===== config.mk =====
export PLATFORM = sky130hd
export DESIGN_NAME = lidar_sector_occupancy_binner_core
export DESIGN_NICKNAME = d
export VERILOG_FILES = /design/src/rtl/lsob_pkg.sv /design/src/rtl/lsob_tracker.sv /design/src/rtl/lidar_sector_occupancy_binner_core.sv
export SDC_FILE = /design/constraint.sdc
export NUM_CORES = 1
export LEC_CHECK = 0
export BUFFER_PORTS_ARGS = -buffer_cell sky130_fd_sc_hd__buf_2
export CAP_MARGIN = 10
export CORE_MARGIN = 2
export CORE_UTILIZATION = 55
export CTS_CLUSTER_DIAMETER = 50
export CTS_CLUSTER_SIZE = 40
export DETAILED_ROUTE_END_ITERATION = 6
export PLACE_DENSITY = 0.77
export SLEW_MARGIN = 5
export SYNTH_ARGS = -nofsm -noshare
export SYNTH_HDL_FRONTEND = slang
export SYNTH_HIERARCHICAL = 1
export SYNTH_SLANG_ARGS = --single-unit

===== constraint.sdc =====
create_clock -name clk -period 5.5 [get_ports clk]
set_clock_uncertainty 0.15 [all_clocks]
set_input_delay 0.275 -clock clk [delete_from_list [all_inputs] [get_ports clk]]
set_output_delay 0.275 -clock clk [all_outputs]
set_load 0.05 [all_outputs]

===== src/rtl/lsob_pkg.sv =====
// Shared types, constants and sector geometry for the lidar sector occupancy binner.
// Used by lsob_tracker and lidar_sector_occupancy_binner_core; depends on nothing.
package lsob_pkg;

	localparam int NUM_SECTORS = 18;
	localparam int SECTOR_W    = 5;
	localparam int ANGLE_W     = 9;
	localparam int DIST_W      = 12;
	localparam int COUNT_W     = 8;
	localparam int CFG_IDX_W   = 2;

	localparam logic [ANGLE_W-1:0] FULL_TURN    = 9'd360;
	localparam logic [ANGLE_W:0]   SECTOR_SPAN  = 10'd20;
	localparam logic [SECTOR_W-1:0] LAST_SECTOR = 5'd17;
	localparam logic [COUNT_W-1:0] COUNT_MAX    = 8'd255;

	localparam logic [SECTOR_W-1:0] RST_CURRENT = 5'd4;
	localparam logic [SECTOR_W-1:0] RST_NEXT    = 5'd5;
	localparam logic [DIST_W-1:0]   RST_NEAR    = 12'd200;
	localparam logic [COUNT_W-1:0]  RST_THRESH  = 8'd5;
	localparam logic [DIST_W-1:0]   RST_MAX     = 12'd600;

	typedef enum logic [CFG_IDX_W-1:0] {
		CFG_NEAR_RANGE      = 2'd0,
		CFG_COUNT_THRESHOLD = 2'd1,
		CFG_MAX_RANGE       = 2'd2
	} cfg_reg_t;

	typedef struct packed {
		logic [ANGLE_W-1:0] angle_deg;
		logic [DIST_W-1:0]  distance_cm;
	} sample_t;

	typedef struct packed {
		logic                   in_sync;
		logic                   sector_closed;
		logic [SECTOR_W-1:0]    closed_sector;
		logic                   closed_occupied;
		logic [DIST_W-1:0]      closed_min_distance;
		logic [NUM_SECTORS-1:0] occupancy_map;
	} result_t;

	typedef struct packed {
		logic [DIST_W-1:0]  near_range;
		logic [COUNT_W-1:0] count_threshold;
		logic [DIST_W-1:0]  max_range;
	} cfg_t;

	// First bearing of each sector; sector 0 starts at 270 and sector 4 wraps through 0.
	function automatic logic [ANGLE_W-1:0] sector_lo(input logic [SECTOR_W-1:0] s);
		logic [ANGLE_W-1:0] lo;
		unique case (s)
			5'd0:    lo = 9'd270;
			5'd1:    lo = 9'd290;
			5'd2:    lo = 9'd310;
			5'd3:    lo = 9'd330;
			5'd4:    lo = 9'd350;
			5'd5:    lo = 9'd10;
			5'd6:    lo = 9'd30;
			5'd7:    lo = 9'd50;
			5'd8:    lo = 9'd70;
			5'd9:    lo = 9'd90;
			5'd10:   lo = 9'd110;
			5'd11:   lo = 9'd130;
			5'd12:   lo = 9'd150;
			5'd13:   lo = 9'd170;
			5'd14:   lo = 9'd190;
			5'd15:   lo = 9'd210;
			5'd16:   lo = 9'd230;
			5'd17:   lo = 9'd250;
			default: lo = 9'd0;
		endcase
		return lo;
	endfunction

	// Bearing falls in [lo, lo+20) modulo one turn; angle is below 360 here.
	function automatic logic angle_in_sector(input logic [ANGLE_W-1:0] angle,
			input logic [SECTOR_W-1:0] s);
		logic [ANGLE_W-1:0] lo;
		logic [ANGLE_W:0]   off;
		lo = sector_lo(s);
		if (angle >= lo) begin
			off = {1'b0, angle} - {1'b0, lo};
		end else begin
			off = {1'b0, angle} + {1'b0, FULL_TURN} - {1'b0, lo};
		end
		return off < SECTOR_SPAN;
	endfunction

endpackage


===== src/rtl/lsob_tracker.sv =====
// Sector tracking state and the per-sample update: minimum, near count, occupancy bits.
// Depends on lsob_pkg.
module lsob_tracker (
	input  logic              clk,
	input  logic              arst_n,
	input  logic              en,
	input  lsob_pkg::sample_t sample,
	input  lsob_pkg::cfg_t    cfg,
	output lsob_pkg::result_t result
);
	import lsob_pkg::*;

	logic [SECTOR_W-1:0]    current_q;
	logic [SECTOR_W-1:0]    next_q;
	logic [DIST_W-1:0]      min_q;
	logic [COUNT_W-1:0]     count_q;
	logic [NUM_SECTORS-1:0] occ_q;

	logic [SECTOR_W-1:0]    current_d;
	logic [SECTOR_W-1:0]    next_d;
	logic [DIST_W-1:0]      min_d;
	logic [COUNT_W-1:0]     count_d;
	logic [NUM_SECTORS-1:0] occ_d;

	logic angle_ok;
	logic hit_cur;
	logic hit_next;
	logic dist_pos;
	logic verdict;

	always_comb begin
		angle_ok = (sample.angle_deg != '0) && (sample.angle_deg < FULL_TURN);
		hit_cur  = angle_ok && angle_in_sector(sample.angle_deg, current_q);
		hit_next = angle_ok && !hit_cur && angle_in_sector(sample.angle_deg, next_q);
		dist_pos = sample.distance_cm != '0;
		verdict  = count_q > cfg.count_threshold;

		current_d = current_q;
		next_d    = next_q;
		min_d     = min_q;
		count_d   = count_q;
		occ_d     = occ_q;

		if (hit_cur) begin
			if (dist_pos && sample.distance_cm <= cfg.max_range) begin
				if (sample.distance_cm < min_q) begin
					min_d = sample.distance_cm;
				end
				if (sample.distance_cm <= cfg.near_range && count_q != COUNT_MAX) begin
					count_d = count_q + 1'b1;
				end
			end
		end else if (hit_next) begin
			occ_d[current_q] = verdict;
			current_d = next_q;
			next_d    = (next_q == LAST_SECTOR) ? '0 : next_q + 1'b1;
			// reload, then fold the sample with the near test alone
			min_d   = cfg.max_range;
			count_d = '0;
			if (dist_pos && sample.distance_cm <= cfg.near_range) begin
				if (sample.distance_cm < cfg.max_range) begin
					min_d = sample.distance_cm;
				end
				count_d = COUNT_W'(1);
			end
		end

		result.in_sync             = !angle_ok || hit_cur || hit_next;
		result.sector_closed       = hit_next;
		result.closed_sector       = hit_next ? current_q : '0;
		result.closed_occupied     = hit_next && verdict;
		result.closed_min_distance = hit_next ? min_q : '0;
		result.occupancy_map       = occ_d;
	end

	always_ff @(posedge clk or negedge arst_n) begin
		if (!arst_n) begin
			current_q <= RST_CURRENT;
			next_q    <= RST_NEXT;
			min_q     <= RST_MAX;
			count_q   <= '0;
			occ_q     <= '0;
		end else if (en) begin
			current_q <= current_d;
			next_q    <= next_d;
			min_q     <= min_d;
			count_q   <= count_d;
			occ_q     <= occ_d;
		end
	end

`ifndef NO_ASSERTIONS
	a_next_follows: assert property (@(posedge clk) disable iff (!arst_n)
		next_q == ((current_q == LAST_SECTOR) ? '0 : current_q + 1'b1))
		else $error("next sector does not follow current sector");

	a_hold_when_idle: assert property (@(posedge clk) disable iff (!arst_n)
		!en |=> $stable(count_q) && $stable(min_q) && $stable(occ_q) && $stable(current_q))
		else $error("tracker state moved without a sample");

	a_close_advances: assert property (@(posedge clk) disable iff (!arst_n)
		en && hit_next |=> current_q == $past(next_q) && count_q <= COUNT_W'(1))
		else $error("sector close did not advance and clear");
`endif

endmodule


===== src/rtl/lidar_sector_occupancy_binner_core.sv =====
// Top level of the lidar sector occupancy binner: sample register, result register,
// configuration registers and handshakes. Depends on lsob_pkg and lsob_tracker.
//
// Takes one lidar sample (bearing, range) per word and returns one result word per
// sample, in order. A new sample is accepted every cycle while samples are not stalled;
// each sample waits in the sample register, where the sector compare and the state
// update run, and its result is then held in the result register. The single
// registered compare-and-update path of the sector tracker sets this rate. The block
// stalls samples only when both the sample and result registers are full and the result
// is stalled. Configuration writes are always ready and take effect at once; write them
// only while no sample is in flight. Writes to an unused index are ignored.
module lidar_sector_occupancy_binner_core (
	input  logic                            clk,
	input  logic                            arst_n,
	input  logic                            sample_valid,
	output logic                            sample_stall,
	input  lsob_pkg::sample_t               sample,
	output logic                            result_valid,
	input  logic                            result_stall,
	output lsob_pkg::result_t               result,
	input  logic                            cfg_valid,
	output logic                            cfg_ready,
	input  logic [lsob_pkg::CFG_IDX_W-1:0]  cfg_index,
	input  logic [lsob_pkg::DIST_W-1:0]     cfg_data
);
	import lsob_pkg::*;

	sample_t sample_s1;
	logic    valid_s1;
	result_t result_q;
	logic    result_valid_q;
	cfg_t    cfg_q;
	result_t step_res;
	logic    advance;
	logic    accept;

	assign advance      = valid_s1 && (!result_valid_q || !result_stall);
	assign sample_stall = valid_s1 && !advance;
	assign accept       = sample_valid && !sample_stall;
	assign cfg_ready    = 1'b1;
	assign result_valid = result_valid_q;
	assign result       = result_q;

	lsob_tracker u_tracker (
		.clk    (clk),
		.arst_n (arst_n),
		.en     (advance),
		.sample (sample_s1),
		.cfg    (cfg_q),
		.result (step_res)
	);

	always_ff @(posedge clk or negedge arst_n) begin
		if (!arst_n) begin
			valid_s1       <= 1'b0;
			result_valid_q <= 1'b0;
		end else begin
			if (accept) begin
				valid_s1 <= 1'b1;
			end else if (advance) begin
				valid_s1 <= 1'b0;
			end
			if (advance) begin
				result_valid_q <= 1'b1;
			end else if (!result_stall) begin
				result_valid_q <= 1'b0;
			end
		end
	end

	// payload registers: load on accept / advance only
	always_ff @(posedge clk) begin
		if (accept) begin
			sample_s1 <= sample;
		end
		if (advance) begin
			result_q <= step_res;
		end
	end

	always_ff @(posedge clk or negedge arst_n) begin
		if (!arst_n) begin
			cfg_q.near_range      <= RST_NEAR;
			cfg_q.count_threshold <= RST_THRESH;
			cfg_q.max_range       <= RST_MAX;
		end else if (cfg_valid && cfg_ready) begin
			unique case (cfg_index)
				CFG_NEAR_RANGE:      cfg_q.near_range      <= cfg_data;
				CFG_COUNT_THRESHOLD: cfg_q.count_threshold <= cfg_data[COUNT_W-1:0];
				CFG_MAX_RANGE:       cfg_q.max_range       <= cfg_data;
				default: ;
			endcase
		end
	end

`ifndef NO_ASSERTIONS
	a_stall_needs_full: assert property (@(posedge clk) disable iff (!arst_n)
		sample_stall |-> valid_s1 && result_valid_q && result_stall)
		else $error("sample stalled with room in the pipeline");

	a_unclosed_fields_zero: assert property (@(posedge clk) disable iff (!arst_n)
		result_valid && !result.sector_closed |->
			result.closed_sector == '0 && !result.closed_occupied &&
			result.closed_min_distance == '0)
		else $error("closed fields set on a word that closed nothing");

	a_closed_in_sync: assert property (@(posedge clk) disable iff (!arst_n)
		result_valid && result.sector_closed |->
			result.in_sync && result.occupancy_map[result.closed_sector] ==
			result.closed_occupied)
		else $error("closed sector verdict disagrees with occupancy map");

	a_result_from_s1: assert property (@(posedge clk) disable iff (!arst_n)
		$rose(result_valid) |-> $past(valid_s1))
		else $error("result word without a registered sample");
`endif

endmodule


Yosys cells after proc, flatten, opt, wreduce, memory -nomap -nowiden. Memories as Yosys holds them, arrays and structs flattened. Index checks and enable logic that the tools add are counted.

Add/subtract/negate cells: 7. Order comparisons: 12. Equality and inequality tests: 8. Muxes and demuxes: 23. Bitwise operators: 1. Reduce and logical (&&, ||, !) cells: 32.

Operator list (number): 12-bit 2-to-1 mux (6); 18-bit 2-to-1 mux (2); 8-bit 2-to-1 mux (4); 12-bit <= comparator (2); 12-bit less-than comparator (2); 10-bit by 5-bit less-than comparator with 1-bit output (second input constant) (2); 10-bit 2-to-1 mux (2); 10-bit by 9-bit subtractor with 10-bit output (2); 9-bit by 9-bit subtractor with 10-bit output (2); 18-bit bitwise mux (1); 9-bit greater-or-equal comparator (2); 1-bit logical AND (12); 12-bit nonzero test (1); 9-bit by 9-bit adder with 10-bit output (second input constant) (1); 9-bit less-than comparator (second input constant) (1); 9-bit nonzero test (1); 8-bit by 1-bit adder with 8-bit output (second input constant) (1); 8-bit > comparator (1); 8-bit inequality test (second input constant) (1); 4-bit AND reduction (2); 1-bit logical NOT (6); 5-bit by 6-bit less-than comparator with 1-bit output (second input constant) (1); 1-bit 2-to-1 mux (6); 2-bit inequality test (second input constant) (3); 14 further kinds (19).

Bits in registers: 141. ROM bits: 512. Input port bits: 40. Output and inout port bits: 41. Memories: 2.

Memories: (name not given) (depth 32, width 8, rd ports 1, clocked after memory_dff 0, wr ports 0, RTL line lsob_pkg.sv:52) `unique case (s)`; (name not given) (depth 32, width 8, rd ports 1, clocked after memory_dff 0, wr ports 0, RTL line lsob_pkg.sv:52).

Longest topological paths before layout.
Depth after elaboration: 10. Depth in mapped cells: 20.

Modules after synthesis. Netlist, hierarchy kept.

Modules (own cells, without submodules): lsob_tracker (instances 1, cells an instance 728, area an instance 6057.1 um^2, sequential area each 1209.9 um^2); lidar_sector_occupancy_binner_core (instances 1, cells an instance 138, area an instance 3110.5 um^2, sequential area each 2633.8 um^2).

Worst setup path before layout. OpenSTA, ideal clock, no wires.

Path kind: flip-flop to flip-flop. Start: register result_valid_q (netlist: result_valid). End: register u_tracker.min_q[3]. Setup time: 0.075 ns. Arrival time: 5.422 ns. Required time: 5.275 ns. Slack: -0.147 ns. Cell stages (with the launch flop): 9. Path buffers: 1. Period minus slack after synthesis: 5.647 ns. Cells stage by stage: dfrtp_1 -> a21boi_0 -> inv_1 -> nor2_1 -> nand3_1 -> a21oi_1 -> a31o_2 -> buf_4 -> mux2i_1.

Word-level cells in the longest chain between the ends: 4.

Ends and longest elaborated chain: start: declaration (RTL line lidar_sector_occupancy_binner_core.sv:31) `logic result_valid_q;`; start signal: assignment (RTL line lidar_sector_occupancy_binner_core.sv:56) `result_valid_q <= 1'b0;`; start signal: assignment (RTL line lidar_sector_occupancy_binner_core.sv:64) `result_valid_q <= 1'b1;`; start signal: assignment (RTL line lidar_sector_occupancy_binner_core.sv:66) `result_valid_q <= 1'b0;`; 1-bit logical NOT (RTL line lidar_sector_occupancy_binner_core.sv:37) `assign advance = valid_s1 && (!result_valid_q || !result_stall);`; 1-bit logical OR (RTL line lidar_sector_occupancy_binner_core.sv:37); 1-bit logical AND (RTL line lidar_sector_occupancy_binner_core.sv:37); net advance (RTL line lidar_sector_occupancy_binner_core.sv:34) `logic advance;`; 4-bit AND reduction (no line); end signal: assignment (RTL line lsob_tracker.sv:86) `min_q <= min_d;`; end: declaration (RTL line lsob_tracker.sv:15) `logic [DIST_W-1:0] min_q;`.

The timed path passes the listed nets, and every way through them passes these cells. A chain may end at the register's enable or synchronous reset.

==> metrics <==
post-cts sizing count 0; crit-path cells inv_1 > ha_1 > inv_1 > o21ai_0 > o21ai_0 > o21ai_0 > ha_1 > a21o_1 > a221oi_2 > xor2_1 > o211ai_1 > nor4_2 > nand2_1 > a211oi_4 > buf_12 > and3_1 > mux2_1; Max Clock Freq 206.0 MHz; CORE AREA 16470 um2; RSZ-0062 raised after global routing no; placed cell count 1143; Worst Max-Slew Pin Slew 1029 ps; worst hold slack 129.1 ps; layout cell share with drive strength beyond 1 21.70%; Clock transition at path regs 60 ps; Synth Cell Area 9168 um2; sequential fraction of design power 30.5%; Post-synth ARST share 58.16%; post-cts hold buffer count 36; Ant. Diodes 0; switch share 40.66%; number of enable flip-flop cells after synthesis 59; P_leak 4.824 nW; CP arrival 4870 ps; final setup violation count 0; number of setup buffers added after CTS 0; metal3 WL 833 um; DRC 0; first-pass GRT wire length 34150 um; Setup TNS 0 ps; flop-to-flop setup slack 650 ps; Final Net Count 1108; Met1 Wirelength 8885 um; clk sinks 141; Yosys Warn Count 6; total gr overflow 0; Iter 0 DRT Violations 488; Max FO, Critical Path 45; overall routing resource usage 24.40%; die area 17720 um2; vias in the first global route 6894; Routed WL 20710 um; crit-path most repeated cell o21ai_0; vias per cell 5.798; sequential fraction of the synthesis area 41.93%; Post-Synthesis Cells 866; initial core utilization 55.68%; internal power 2.856 mW; H-tree depth 4; Yosys cell types 81; min Tclk post-route 4854 ps; clk_lat worst skew 420 ps; Clock Root Buffer clkbuf_16; Crit Path Class flip-flop to flip-flop; Comb pwr share 46.4%; DR WL/cell 17.10 um; reg-to-reg endpoint result[2]$_DFFE_PP_; cell family with most CP delay compound AO/OA/AOI/OAI gates; CTS buffer count 17; Max Buffers Root-to-Sink 2; Power Total 4.814 mW; area grow syn2layout 16.91%; dominant synthesized flop cell dfrtp_1; initial antenna violation count 0; Tcrit/Tclk final 88.26%; Post-Layout Cell Count 1211; Final Hold Vio Count 0; sw power 1.957 mW; die height 133.1 um; Slew HR 30.69%; worst r2r src u_tracker/next_q[0]$_DFFE_PN1P_; Die Width 133.1 um; CP startpoint u_tracker/next_q[0]$_DFFE_PN1P_; GP Congestion 0.9234; final core utilization 65.09%; FP Rows 47; post-route ant nets 0; max_cap viols 0; largest net degree at the start of global routing 63; critical path depth 17; Yosys reg bits 141; R2R cell count 17; Req. time, crit path 5520 ps; metal2 WL 10450 um; Max Transition Viols Final 0; Buf/Inv on CP 3; Net Count, Synth 996; First-pass DRT Iterations 6; CTS tree done; Port Buffers 79; highest routed layer met4; Slowest-stage cell, CP dfstp_2; Mean Syn Cell Area 10.59 um2; status finished, final reports clean; total vias in the final route 7021; crit-path max cell delay 590 ps; maximum VDD drop 0.2711 mV; PD cells 449.1 nW/um2; Startpoint Class flip-flop; Hold Crit Class input pin to async pin; end point of the critical path result[2]$_DFFE_PP_; Crit. End Element flip-flop; num ports 81; HPWL Detailed 14620 um; Clk pwr share 23.1%
worst reg2reg max path: cells and delay by family (launching register included):
kind	cells	cell delay [ps]
mux	1	310
fa+ha+maj	2	720
simple gates	3	710
flops	1	590
xor+xnor	1	170
compound gates	7	1540
buf+inv	3	410
synthesized netlist by cell type, drive strengths merged (6+ instances only):
cell type,instances,area [um2]
or2,7,43.80
o22ai,7,43.79
and2,22,137.6
nor2b,10,72.57
buf,15,105.1
o211ai,6,45.04
a21o,17,127.6
nor3b,6,56.31
mux2,72,810.8
a211oi,8,70.06
clkbuf,17,63.81
mux2i,28,280.3
nand2b,9,56.30
a31oi,6,37.54
a21oi,43,222.7
o21ai,35,175.2
nor2,39,148.9
nor4,11,81.32
inv,72,270.3
nand4,19,118.9
edfxtp,59,1772
ha,88,1101
dfstp,16,420.4
xor2,10,87.58
nor3,13,65.06
dfrtp,66,1652
nand2,42,157.7
nand3b,7,68.82
nand3,49,245.2
through the flow:
step           area [um2]  worst slack, ps
3_5_place_dp         9786            667.9
2_1_floorplan        9168             1061
3_3_place_gp         9786            763.8
6_report            10720            645.9
5_1_grt             10720            332.0
4_1_cts             10720            650.3
power by group through the flow:
stage | sequential (mW) | clock [mW] | combinational (mW)
floorplan | 1.49 | 0 | 1.66
global placement | 1.48 | 0 | 2.13
detailed placement | 1.48 | 0 | 2.17
CTS | 1.46 | 1.13 | 2.20
global route | 1.49 | 1.18 | 2.46
finish | 1.47 | 1.11 | 2.23
metal layers:
metal	up-vias	track usage, %
li1	3414	-
met1	3398	30.51
met2	171	41.65
met3	38	5.403
met4	0	9.220
met5	-	0
sequential cells by signal, indices dropped and copies added (netlist names):
name / count
cfg_q: 32
u_tracker/current_q: 5
result_valid: 1
u_tracker/min_q: 12
valid_s1: 1
u_tracker/next_q: 5
result: 38
u_tracker/occ_q: 18
sample_s1: 21
u_tracker/count_q: 8
placed cells by master, fill, tap and decap left out, types with 36 or more instances in the layout:
cell type,netlist,final
nand2_1,42,42
dlygate4sd3_1,0,36
a21oi_1,41,39
mux2_2,51,51
nor2_1,38,38
nand3_1,49,49
inv_1,72,72
edfxtp_1,59,59
dfrtp_1,66,66
buf_2,3,78
ha_1,88,88
worst min-delay path by stage:
stage,start,to,slack (ps),depth (start not counted)
floorplan,arst_n,cfg_q[0]$_DFFE_PN0P_,-170,0
global placement,arst_n,u_tracker/occ_q[16]$_DFFE_PN0P_,30,1
detailed placement,arst_n,u_tracker/occ_q[16]$_DFFE_PN0P_,30,1
CTS,arst_n,u_tracker/occ_q[17]$_DFFE_PN0P_,130,2
global route,arst_n,u_tracker/occ_q[13]$_DFFE_PN0P_,150,2
finish,arst_n,u_tracker/occ_q[17]$_DFFE_PN0P_,130,2
cell type report:
| class | instances | area (um2) |
|---|---|---|
| multi-input combinational | 621 | 4911 |
| timing repair buffer | 125 | 845.8 |
| fill | 1276 | 5748 |
| tap | 220 | 275.3 |
| sequential | 141 | 3844 |
| inverter | 72 | 270.3 |
| clock inverter | 15 | 146.4 |
| clock buffer | 17 | 425.4 |
kinds of logic after synthesis:
| group | count (synthesis) | synth area share [%] |
|---|---|---|
| simple gates | 251 | 15.35 |
| compound gates | 165 | 12.20 |
| flops | 141 | 41.93 |
| buf+inv | 104 | 4.790 |
| mux | 100 | 11.90 |
| fa+ha+maj | 90 | 12.45 |
| xor+xnor | 14 | 1.337 |
| other cells | 1 | 0.04091 |
(Power assumes the default switching activity.)
